<file path="src/rtl/core/ema_action_filter_with_limits_macros.svh">
// ----------------------------------------------------------------------------
// EMA action filter assertion macros
// Shared property forms for the action filter; clocked on clk, off in reset.
// ----------------------------------------------------------------------------
`ifndef EMA_ACTION_FILTER_WITH_LIMITS_MACROS_SVH
`define EMA_ACTION_FILTER_WITH_LIMITS_MACROS_SVH

// same-cycle implication
`define EAFL_ASSERT_IMP(label, ante, cons, msg) \
    label: assert property (@(posedge clk) disable iff (!rst_n) (ante) |-> (cons)) \
        else $error(msg);

// next-cycle implication
`define EAFL_ASSERT_NXT(label, ante, cons, msg) \
    label: assert property (@(posedge clk) disable iff (!rst_n) (ante) |=> (cons)) \
        else $error(msg);

`endif

</file>
<file path="src/rtl/core/eafl_pkg.sv">
// ----------------------------------------------------------------------------
// EMA action filter package
// Field widths, stream packing offsets, codes and fixed-point constants.
// ----------------------------------------------------------------------------
package eafl_pkg;

    localparam int DEFAULT_NUM_JOINTS  = 32;
    localparam int DEFAULT_VALUE_WIDTH = 16;

    localparam int CMD_W    = 2;
    localparam int JOINT_W  = 5;
    localparam int FIELD_W  = 16;
    localparam int SCALE_W  = 16;
    localparam int BLEND_W  = 17;
    localparam int FACTOR_W = 16;
    localparam int U_W      = 22;
    localparam int BETA_W   = 18;

    localparam int IN_TDATA_W  = 72;
    localparam int IN_TUSER_W  = 2;
    localparam int OUT_TDATA_W = 16;
    localparam int OUT_TUSER_W = 2;
    localparam int CFG_ADDR_W  = 2;
    localparam int CFG_DATA_W  = 17;

    // input tdata offsets
    localparam int OFF_JOINT  = 0;
    localparam int OFF_ACTION = 5;
    localparam int OFF_LOWER  = 21;
    localparam int OFF_UPPER  = 37;
    localparam int OFF_INIT   = 53;

    // fixed-point shifts
    localparam int U_FRAC    = 20;
    localparam int T_SHIFT   = 21;
    localparam int E_SHIFT   = 16;
    localparam int LD_SHIFT  = 9;
    localparam int MID_SHIFT = 8;

    localparam logic [SCALE_W-1:0]  SCALE_RESET  = 16'd256;
    localparam logic [BLEND_W-1:0]  BLEND_RESET  = 17'd58982;
    localparam logic [FACTOR_W-1:0] FACTOR_RESET = 16'd256;
    localparam logic [BLEND_W-1:0]  BLEND_ONE    = 17'd65536;

    localparam logic [CMD_W-1:0] CMD_LOAD  = 2'd0;
    localparam logic [CMD_W-1:0] CMD_RESET = 2'd1;
    localparam logic [CMD_W-1:0] CMD_STEP  = 2'd2;

    localparam logic [CFG_ADDR_W-1:0] CFG_SCALE  = 2'd0;
    localparam logic [CFG_ADDR_W-1:0] CFG_BLEND  = 2'd1;
    localparam logic [CFG_ADDR_W-1:0] CFG_FACTOR = 2'd2;

    typedef enum logic [1:0] {
        RUN_NOT_RESET = 2'd0,
        RUN_WAITING   = 2'd1,
        RUN_RUNNING   = 2'd2
    } run_t;

endpackage

</file>
<file path="src/rtl/core/ema_action_filter_with_limits.sv">
// ----------------------------------------------------------------------------
// EMA action filter with soft limits
// Per-joint action scaling, soft-limit mapping, EMA blend and clamp.
// ----------------------------------------------------------------------------
// Requests enter on the s_axis channel: tuser carries the command (load
// limits, reset joint value, step action), tdata the joint and operands.
// Every request gives exactly one result on m_axis: tdata is the position,
// tuser holds the accepted and output-valid flags.
// Registers (action scale, blend weight, soft-limit factor) are written on
// the cfg channel, which is always ready; write only while no request is open.
// A request is accepted only in the idle state; one request is in work at a
// time. A reset, rejected or unknown request gives its result from the
// dispatch state, a load from LD_HI after LD_LO, and a step from CLAMP
// after SCALE, SPAN, TGT, PREV and BLEND. The length of the step comes
// from the single registered multiplier, which is used in sequence for
// every product of the step (gain, span, two blend terms).
// The output register lets the next request enter while a result waits; a
// finished request holds its last state until the receiver takes the
// previous result. After reset the registers hold their defaults, the run
// state is not-reset (steps are rejected), and joint tables are undefined
// until loaded and reset. There is no clearing pass.
// ----------------------------------------------------------------------------
`include "ema_action_filter_with_limits_macros.svh"

module ema_action_filter_with_limits #(
    parameter int NUM_JOINTS  = eafl_pkg::DEFAULT_NUM_JOINTS,
    parameter int VALUE_WIDTH = eafl_pkg::DEFAULT_VALUE_WIDTH
) (
    input  logic                                 clk,
    input  logic                                 rst_n,
    input  logic                                 s_axis_tvalid,
    output logic                                 s_axis_tready,
    // joint[4:0], action[20:5], hard_low[36:21], hard_high[52:37],
    // initial_value[68:53], zero[71:69]
    input  logic [eafl_pkg::IN_TDATA_W-1:0]      s_axis_tdata,
    // command[1:0]
    input  logic [eafl_pkg::IN_TUSER_W-1:0]      s_axis_tuser,
    output logic                                 m_axis_tvalid,
    input  logic                                 m_axis_tready,
    // position[15:0]
    output logic [eafl_pkg::OUT_TDATA_W-1:0]     m_axis_tdata,
    // accepted[0], output_valid[1]
    output logic [eafl_pkg::OUT_TUSER_W-1:0]     m_axis_tuser,
    input  logic                                 cfg_valid,
    output logic                                 cfg_ready,
    input  logic [eafl_pkg::CFG_ADDR_W-1:0]      cfg_addr,
    input  logic [eafl_pkg::CFG_DATA_W-1:0]      cfg_data
);

    localparam int VW      = VALUE_WIDTH;
    localparam int FW      = eafl_pkg::FIELD_W;
    localparam int JIDX_W  = (NUM_JOINTS > 1) ? $clog2(NUM_JOINTS) : 1;
    localparam int JX_W    = (JIDX_W > eafl_pkg::JOINT_W) ? JIDX_W : eafl_pkg::JOINT_W;
    localparam int A_W     = (VW > FW) ? VW + 1 : FW + 1;
    localparam int B_W     = eafl_pkg::U_W;
    localparam int P_W     = A_W + B_W;
    localparam int ACC_W   = P_W + 2;

    localparam logic signed [ACC_W-1:0] VAL_MAX_A = ACC_W'((64'sd1 <<< (VW - 1)) - 64'sd1);
    localparam logic signed [ACC_W-1:0] VAL_MIN_A = ACC_W'(-(64'sd1 <<< (VW - 1)));
    localparam logic signed [P_W-1:0]   U_MAX     = P_W'(64'sd1 <<< eafl_pkg::U_FRAC);
    localparam logic signed [P_W-1:0]   U_MIN     = P_W'(-(64'sd1 <<< eafl_pkg::U_FRAC));
    localparam logic signed [ACC_W-1:0] HALF_T    = ACC_W'(64'sd1 <<< (eafl_pkg::T_SHIFT - 1));
    localparam logic signed [ACC_W-1:0] HALF_E    = ACC_W'(64'sd1 <<< (eafl_pkg::E_SHIFT - 1));
    localparam logic signed [ACC_W-1:0] HALF_LD   = ACC_W'(64'sd1 <<< (eafl_pkg::LD_SHIFT - 1));

    typedef enum logic [9:0] {
        ST_IDLE  = 10'b0000000001,
        ST_DISP  = 10'b0000000010,
        ST_LD_LO = 10'b0000000100,
        ST_LD_HI = 10'b0000001000,
        ST_SCALE = 10'b0000010000,
        ST_SPAN  = 10'b0000100000,
        ST_TGT   = 10'b0001000000,
        ST_PREV  = 10'b0010000000,
        ST_BLEND = 10'b0100000000,
        ST_CLAMP = 10'b1000000000
    } state_t;

    state_t                             state_reg, state_next;
    eafl_pkg::run_t                     run_state_reg, run_state_next;

    logic [eafl_pkg::SCALE_W-1:0]       scale_reg;
    logic [eafl_pkg::BLEND_W-1:0]       blend_reg;
    logic [eafl_pkg::FACTOR_W-1:0]      factor_reg;

    logic [eafl_pkg::CMD_W-1:0]         cmd_reg;
    logic [eafl_pkg::JOINT_W-1:0]       joint_reg;
    logic signed [FW-1:0]               action_reg;
    logic signed [FW-1:0]               lower_reg;
    logic signed [FW-1:0]               upper_reg;
    logic signed [FW-1:0]               init_reg;

    logic signed [P_W-1:0]              prod_reg;
    logic signed [ACC_W-1:0]            acc_reg, acc_next;
    logic signed [B_W-1:0]              u_reg, u_next;
    logic signed [VW:0]                 aux_reg, aux_next;

    logic                               mul_en;
    logic signed [A_W-1:0]              mul_a;
    logic signed [B_W-1:0]              mul_b;
    logic signed [P_W-1:0]              mul_p;

    logic [2*VW-1:0]                    lim_mem [NUM_JOINTS];
    logic [VW-1:0]                      prev_mem [NUM_JOINTS];
    logic [2*VW-1:0]                    lim_rd_reg;
    logic signed [VW-1:0]               prev_rd_reg;
    logic [JX_W-1:0]                    joint_x;
    logic [JIDX_W-1:0]                  mem_idx;
    logic                               lim_we;
    logic [2*VW-1:0]                    lim_wdata;
    logic                               prev_we;
    logic signed [VW-1:0]               prev_wdata;

    logic                               m_axis_tvalid_reg;
    logic [eafl_pkg::OUT_TDATA_W-1:0]   m_axis_tdata_reg;
    logic [eafl_pkg::OUT_TUSER_W-1:0]   m_axis_tuser_reg;

    logic                               in_accept;
    logic                               out_free;
    logic                               out_load;
    logic                               res_load;
    logic [eafl_pkg::OUT_TDATA_W-1:0]   res_pos;
    logic                               res_acc;
    logic                               res_ov;

    logic                               joint_ok;
    logic signed [VW-1:0]               sl_val;
    logic signed [VW-1:0]               sh_val;
    logic signed [VW-1:0]               init_sat;
    logic signed [FW:0]                 lim_span;
    logic signed [ACC_W-1:0]            mid_a;
    logic signed [ACC_W-1:0]            lo_sum;
    logic signed [ACC_W-1:0]            hi_sum;
    logic signed [ACC_W-1:0]            t_sum;
    logic signed [ACC_W-1:0]            e_sum;
    logic signed [ACC_W-1:0]            sl_a;
    logic signed [ACC_W-1:0]            sh_a;
    logic signed [ACC_W-1:0]            clamp_lo;
    logic signed [ACC_W-1:0]            clamp_hi;
    logic signed [eafl_pkg::BETA_W-1:0] beta;

    function automatic logic signed [VW-1:0] sat_val(input logic signed [ACC_W-1:0] v);
        logic signed [VW-1:0] r;
        if (v > VAL_MAX_A)
        begin
            r = VAL_MAX_A[VW-1:0];
        end
        else if (v < VAL_MIN_A)
        begin
            r = VAL_MIN_A[VW-1:0];
        end
        else
        begin
            r = v[VW-1:0];
        end
        return r;
    endfunction

    assign s_axis_tready = (state_reg == ST_IDLE);
    assign cfg_ready     = 1'b1;
    assign in_accept     = s_axis_tvalid && s_axis_tready;
    assign m_axis_tvalid = m_axis_tvalid_reg;
    assign m_axis_tdata  = m_axis_tdata_reg;
    assign m_axis_tuser  = m_axis_tuser_reg;

    assign out_free = !m_axis_tvalid_reg || m_axis_tready;
    assign out_load = res_load && out_free;

    assign joint_x  = JX_W'(joint_reg);
    assign mem_idx  = joint_x[JIDX_W-1:0];
    assign joint_ok = 32'(joint_reg) < 32'(NUM_JOINTS);

    assign sl_val   = lim_rd_reg[VW-1:0];
    assign sh_val   = lim_rd_reg[2*VW-1:VW];
    assign init_sat = sat_val(ACC_W'(init_reg));
    assign lim_span = (FW + 1)'(upper_reg) - (FW + 1)'(lower_reg);
    assign beta     = signed'(eafl_pkg::BETA_W'(eafl_pkg::BLEND_ONE))
                    - signed'(eafl_pkg::BETA_W'(blend_reg));

    // load: sum of the limits scaled by 256, span product sits in prod_reg
    assign mid_a  = (ACC_W'(lower_reg) + ACC_W'(upper_reg)) <<< eafl_pkg::MID_SHIFT;
    assign lo_sum = mid_a - ACC_W'(prod_reg) + HALF_LD;
    assign hi_sum = mid_a + ACC_W'(prod_reg) + HALF_LD;

    // step: target in soft range, then blend
    assign t_sum = ACC_W'(prod_reg) + (ACC_W'(aux_reg) <<< eafl_pkg::U_FRAC) + HALF_T;
    assign e_sum = acc_reg + ACC_W'(prod_reg) + HALF_E;

    // max against soft_low first, then min against soft_high
    assign sl_a     = ACC_W'(sl_val);
    assign sh_a     = ACC_W'(sh_val);
    assign clamp_lo = (acc_reg < sl_a) ? sl_a : acc_reg;
    assign clamp_hi = (clamp_lo > sh_a) ? sh_a : clamp_lo;

    assign mul_p = mul_a * mul_b;

    always_comb
    begin
        state_next     = state_reg;
        run_state_next = run_state_reg;
        mul_en         = 1'b0;
        mul_a          = '0;
        mul_b          = '0;
        u_next         = u_reg;
        aux_next       = aux_reg;
        acc_next       = acc_reg;
        lim_we         = 1'b0;
        lim_wdata      = {sat_val(hi_sum >>> eafl_pkg::LD_SHIFT), aux_reg[VW-1:0]};
        prev_we        = 1'b0;
        prev_wdata     = init_sat;
        res_load       = 1'b0;
        res_pos        = '0;
        res_acc        = 1'b0;
        res_ov         = (run_state_reg == eafl_pkg::RUN_RUNNING);

        case (state_reg)
            ST_IDLE:
            begin
                if (s_axis_tvalid)
                begin
                    state_next = ST_DISP;
                end
            end

            ST_DISP:
            begin
                if (joint_ok && cmd_reg == eafl_pkg::CMD_LOAD)
                begin
                    mul_en     = 1'b1;
                    mul_a      = A_W'(lim_span);
                    mul_b      = signed'(B_W'(factor_reg));
                    state_next = ST_LD_LO;
                end
                else if (joint_ok && cmd_reg == eafl_pkg::CMD_RESET)
                begin
                    res_load = 1'b1;
                    res_pos  = eafl_pkg::OUT_TDATA_W'(init_sat);
                    res_acc  = 1'b1;
                    res_ov   = 1'b0;
                    if (out_free)
                    begin
                        prev_we        = 1'b1;
                        run_state_next = eafl_pkg::RUN_WAITING;
                        state_next     = ST_IDLE;
                    end
                end
                else if (joint_ok && cmd_reg == eafl_pkg::CMD_STEP &&
                         run_state_reg != eafl_pkg::RUN_NOT_RESET)
                begin
                    mul_en     = 1'b1;
                    mul_a      = A_W'(action_reg);
                    mul_b      = signed'(B_W'(scale_reg));
                    state_next = ST_SCALE;
                end
                else
                begin
                    // rejected step, unknown command or joint out of range
                    res_load = 1'b1;
                    if (out_free)
                    begin
                        state_next = ST_IDLE;
                    end
                end
            end

            ST_LD_LO:
            begin
                aux_next   = (VW + 1)'(sat_val(lo_sum >>> eafl_pkg::LD_SHIFT));
                state_next = ST_LD_HI;
            end

            ST_LD_HI:
            begin
                res_load = 1'b1;
                res_acc  = 1'b1;
                if (out_free)
                begin
                    lim_we     = 1'b1;
                    state_next = ST_IDLE;
                end
            end

            ST_SCALE:
            begin
                if (prod_reg > U_MAX)
                begin
                    u_next = B_W'(U_MAX);
                end
                else if (prod_reg < U_MIN)
                begin
                    u_next = B_W'(U_MIN);
                end
                else
                begin
                    u_next = B_W'(prod_reg);
                end
                aux_next   = (VW + 1)'(sh_val) - (VW + 1)'(sl_val);
                state_next = ST_SPAN;
            end

            ST_SPAN:
            begin
                mul_en     = 1'b1;
                mul_a      = A_W'(aux_reg);
                mul_b      = u_reg;
                aux_next   = (VW + 1)'(sl_val) + (VW + 1)'(sh_val);
                state_next = ST_TGT;
            end

            ST_TGT:
            begin
                aux_next   = (VW + 1)'(t_sum >>> eafl_pkg::T_SHIFT);
                mul_en     = 1'b1;
                mul_a      = A_W'(prev_rd_reg);
                mul_b      = B_W'(beta);
                state_next = ST_PREV;
            end

            ST_PREV:
            begin
                acc_next   = ACC_W'(prod_reg);
                mul_en     = 1'b1;
                mul_a      = A_W'(aux_reg);
                mul_b      = signed'(B_W'(blend_reg));
                state_next = ST_BLEND;
            end

            ST_BLEND:
            begin
                acc_next   = e_sum >>> eafl_pkg::E_SHIFT;
                state_next = ST_CLAMP;
            end

            ST_CLAMP:
            begin
                prev_wdata = clamp_hi[VW-1:0];
                res_load   = 1'b1;
                res_pos    = eafl_pkg::OUT_TDATA_W'(prev_wdata);
                res_acc    = 1'b1;
                res_ov     = 1'b1;
                if (out_free)
                begin
                    prev_we        = 1'b1;
                    run_state_next = eafl_pkg::RUN_RUNNING;
                    state_next     = ST_IDLE;
                end
            end

            default:
            begin
                state_next = ST_IDLE;
            end
        endcase
    end

    always_ff @(posedge clk or negedge rst_n)
    begin
        if (!rst_n)
        begin
            state_reg         <= ST_IDLE;
            run_state_reg     <= eafl_pkg::RUN_NOT_RESET;
            m_axis_tvalid_reg <= 1'b0;
            scale_reg         <= eafl_pkg::SCALE_RESET;
            blend_reg         <= eafl_pkg::BLEND_RESET;
            factor_reg        <= eafl_pkg::FACTOR_RESET;
        end
        else
        begin
            state_reg     <= state_next;
            run_state_reg <= run_state_next;
            if (out_load)
            begin
                m_axis_tvalid_reg <= 1'b1;
            end
            else if (m_axis_tready)
            begin
                m_axis_tvalid_reg <= 1'b0;
            end
            if (cfg_valid && cfg_ready)
            begin
                case (cfg_addr)
                    eafl_pkg::CFG_SCALE:  scale_reg  <= cfg_data[eafl_pkg::SCALE_W-1:0];
                    eafl_pkg::CFG_BLEND:  blend_reg  <= cfg_data;
                    eafl_pkg::CFG_FACTOR: factor_reg <= cfg_data[eafl_pkg::FACTOR_W-1:0];
                    default:
                    begin
                    end
                endcase
            end
        end
    end

    always_ff @(posedge clk)
    begin
        if (in_accept)
        begin
            cmd_reg    <= s_axis_tuser[eafl_pkg::CMD_W-1:0];
            joint_reg  <= s_axis_tdata[eafl_pkg::OFF_JOINT +: eafl_pkg::JOINT_W];
            action_reg <= s_axis_tdata[eafl_pkg::OFF_ACTION +: FW];
            lower_reg  <= s_axis_tdata[eafl_pkg::OFF_LOWER +: FW];
            upper_reg  <= s_axis_tdata[eafl_pkg::OFF_UPPER +: FW];
            init_reg   <= s_axis_tdata[eafl_pkg::OFF_INIT +: FW];
        end
        if (mul_en)
        begin
            prod_reg <= mul_p;
        end
        u_reg   <= u_next;
        aux_reg <= aux_next;
        acc_reg <= acc_next;
        if (out_load)
        begin
            m_axis_tdata_reg <= res_pos;
            m_axis_tuser_reg <= {res_ov, res_acc};
        end
    end

    // joint tables
    always_ff @(posedge clk)
    begin
        if (lim_we)
        begin
            lim_mem[mem_idx] <= lim_wdata;
        end
        lim_rd_reg <= lim_mem[mem_idx];
    end

    always_ff @(posedge clk)
    begin
        if (prev_we)
        begin
            prev_mem[mem_idx] <= prev_wdata;
        end
        prev_rd_reg <= prev_mem[mem_idx];
    end

    `EAFL_ASSERT_NXT(a_accept_to_disp, s_axis_tvalid && s_axis_tready, state_reg == ST_DISP, "accepted request did not reach dispatch")
    `EAFL_ASSERT_IMP(a_ovalid_matches_run, m_axis_tvalid, m_axis_tuser[1] == (run_state_reg == eafl_pkg::RUN_RUNNING), "output_valid flag disagrees with run state")
    `EAFL_ASSERT_IMP(a_step_needs_reset, state_reg == ST_SCALE, run_state_reg != eafl_pkg::RUN_NOT_RESET, "step started before any joint reset")
    `EAFL_ASSERT_IMP(a_prev_write_with_result, prev_we, out_load, "joint value written without a result")

endmodule
</file>
<file path="config.mk">
export PLATFORM = sky130hd
export DESIGN_NAME = ema_action_filter_with_limits
export DESIGN_NICKNAME = d
export VERILOG_FILES = /design/src/rtl/core/eafl_pkg.sv /design/src/rtl/core/ema_action_filter_with_limits.sv
export VERILOG_INCLUDE_DIRS = /design/src /design/src/rtl/core
export SDC_FILE = /design/constraint.sdc
export NUM_CORES = 2
export LEC_CHECK = 0
export CORE_MARGIN = 3
export CORE_UTILIZATION = 60
export DETAILED_ROUTE_END_ITERATION = 10
export DONT_BUFFER_PORTS = 1
export GPL_TIMING_DRIVEN = 0
export HOLD_SLACK_MARGIN = 0.05
export PLACE_DENSITY_LB_ADDON = 0.1
export SLEW_MARGIN = 30
export SYNTH_ARGS = -nofsm -noshare
export SYNTH_HDL_FRONTEND = slang
export SYNTH_SLANG_ARGS = --single-unit
</file>
<file path="constraint.sdc">
create_clock -name clk -period 22.1 [get_ports clk]
set_clock_uncertainty 0.1 [all_clocks]
set_input_delay 1.105 -clock clk [delete_from_list [all_inputs] [get_ports clk]]
set_output_delay 1.105 -clock clk [all_outputs]
set_load 0.02 [all_outputs]
</file>
==> run metrics <==
max reg flops=between 1k and 1.5k; Worst R2R End=prod_reg[38]; drc violations=0; final period utilization=0.571; CTS tree=yes; clk slew on worst S/H paths=about 0.070 ns; Critical Path Fanout Max=10; cells after synthesis=between 6k and 7k; DIE AREA=approximately 0.16 mm2; max_cap viols=0; pins over their slew limit=0; worst hold path class=in2reg; sequential element share of the synthesized area=0.576; CP arrival=around 13 ns; r2r worst-path depth=33; share of synthesized registers carrying an async set or reset=0.0335; Setup TNS Final=0 ns; Synth Warn #=0; HPWL Detailed=228,000 um; Critical Path Source=state_reg[3]; Root Driver=clkbuf_16; global route overflow=0; clock sink total=1,852; post-layout minimum cycle time=~13 ns; slew margin rel.=0.202; Static Leak=between 30 and 40 nW; final WL=315,000 um; Startpoint Class=flip-flop; Post-synth EDFFs=~1.7k; clk_lat worst skew=about 0.84 ns; Nets=7,692; Final Setup Violations=0; Crit. End Element=flip-flop; GRT Overall Usage=0.390; pwr dens=approximately 110 mW/mm2; wire length per cell=between 30 and 40 um; first-pass GRT wire length=444,000 um; Post-DRT Antenna Nets=0; largest buffer count on any clock path=3; DIE HEIGHT=404 um; Cell Area, Synth=between 0.09 and 0.1 mm2; Final GP Congestion=about 1.0; flop-to-flop setup slack=about 9.5 ns; H-tree depth=4; biggest regs=lim_mem (1024), prev_mem (512); Synth-to-Final Area Change=14.2%; antenna violations before repair=18; Post-Syn Nets=about 7.3k; slowest stage cell on the critical path=nand4_1; fmax=between 70 and 80 MHz; core footprint=around 0.16 mm2; Die W=just over 400 um; Synth cell types=about 100; commonest non-fill, non-tap cell in the layout=edfxtp_1; Initial Util=0.606; Post-synth top flop=edfxtp_1; routed vias/inst=a little under 7; vias in the first global route=between 60k and 70k; slew at the pin closest to its max-slew limit=between 1 and 1.5 ns; Final Hold Fails=0; CP most frequent cell=fa_1; via count=a little over 60k; post-layout util=0.692; violation count after the first detailed-routing iteration=8,849; worst stage delay on the critical path=~0.96 ns; largest net degree at the start of global routing=63; Avg Inst Size Synth=~15 um2; origin of the critical flop-to-flop path=state_reg[3]; status=finished clean; share of cells above drive strength 1=0.172; Seq cells post-synth=around 1.9k; RSZ-0062 raised after global routing=false; io pins=around 120; commonest cells after routing, fill and taps aside=edfxtp_1, inv_1, ha_1; Largest Register=lim_mem; critical path class=reg2reg; maximum vdd drop=approximately 0.11 mV; floorplan row count=approximately 150; TritonRoute pass-1 iters=9; IO buf count=0; Critical Path End=prod_reg[38]; Req. time, crit path=approximately 23 ns; Inserted Clock Buffers=approximately 180
## cells in the mapped netlist (28+ instances only)
cell type  number  area, um2
edfxtp_1     1742      52300
inv_1         623       2340
ha_1          482       6030
mux4_2        384       8650
nand2_1       382       1430
fa_1          376       7530
nor2_1        344       1290
a22oi_1       232       1740
a21oi_1       200       1000
clkbuf_1      185        694
o21ai_0       160        801
xnor2_1       136       1190
nand4_1        95        594
a21o_1         79        593
nor3_1         52        260
xor2_1         51        447
dfrtp_1        50       1250
mux2_2         49        552
buf_1          48        180
dfxtp_1        48        961
nand3_1        44        220
nand2b_1       43        269
and2_1         31        194
o221ai_1       31        272
a31oi_1        28        175
nor2b_1        28        175
## metal layers
metal  up-vias  track usage  routed length, um
met3      1027        0.113              40200
met4        12        0.235              24300
met1     31200        0.503             109000
met2      4548        0.591             141000
met5         -            0                 69
li1      24700            -                  -
## cells by family after synthesis
| group | Yosys count | synth area share |
|---|---|---|
| AO/OA/AOI/OAI | 983 | 0.0713 |
| XOR/XNOR | 187 | 0.0172 |
| adder cells (fa/ha/maj) | 858 | 0.143 |
| buffers and inverters | 886 | 0.0357 |
| flip-flops | 1852 | 0.576 |
| multiplexers | 452 | 0.0987 |
| other | 1 | 0.0000394 |
| AND/OR/NAND/NOR | 1161 | 0.0580 |
## what timing repair did
action / 4_1_cts / 5_1_grt
hold endpoints to repair: 62 / 0
resized for setup: 0 / 0
hold buffers: 2 / 0
setup buffers: 0 / 0
## report_power, final
part	internal [W]	leakage, nW	switching, W
Clock	0.00175	2.91	0.00137
Combinational	0.00138	20.0	0.00256
Sequential	0.00435	16.8	0.000173
## worst max-delay path, delay by kind of cell (launching register included)
kind	cells	cell delay, ns
AOI/OAI and AO/OA	11	3.45
xor gates and xnor gates	1	0.16
adders and majority gates	7	3.27
buffers and inverters	9	3.10
DFF	1	0.36
and+or+nand+nor	5	1.87
## per-stage QoR
step           area [um2]  total power, W  setup slack, ns  hold WS [ns]  instances
2_1_floorplan       95100         0.00678            12.38         0.376       6380
3_3_place_gp        97700         0.00802             7.01         0.389       8438
3_5_place_dp       103000         0.00840            10.05         0.394       8610
4_1_cts            109000          0.0115             9.98         0.219       8942
5_1_grt            109000          0.0120             9.23         0.233       8947
6_report           109000          0.0116             9.49         0.253       8957
## area by class of cell
class / count / area [um2]
sequential: 1852 / 54800
clock buffer: 222 / 4760
multi-input combinational: 3642 / 38000
antenna: 14 / 35.0
clock inverter: 108 / 1210
timing repair buffer: 175 / 3750
buffer: 261 / 1160
fill: 10200 / 48300
tap: 2058 / 2570
inverter: 625 / 2350
## worst min-delay path by stage
stage / startpoint / to / slack [ns] / depth (start not counted)
2_1_floorplan: run_state_reg[0] / run_state_reg[0] / 0.38 / 2
3_3_place_gp: factor_reg[10] / factor_reg[10] / 0.39 / 1
3_5_place_dp: factor_reg[1] / factor_reg[1] / 0.39 / 1
4_1_cts: s_axis_tdata[0] / joint_reg[0] / 0.22 / 0
5_1_grt: s_axis_tdata[0] / joint_reg[0] / 0.23 / 0
6_report: s_axis_tdata[0] / joint_reg[0] / 0.25 / 0
No activity file was read; power rests on OpenSTA's default activity.
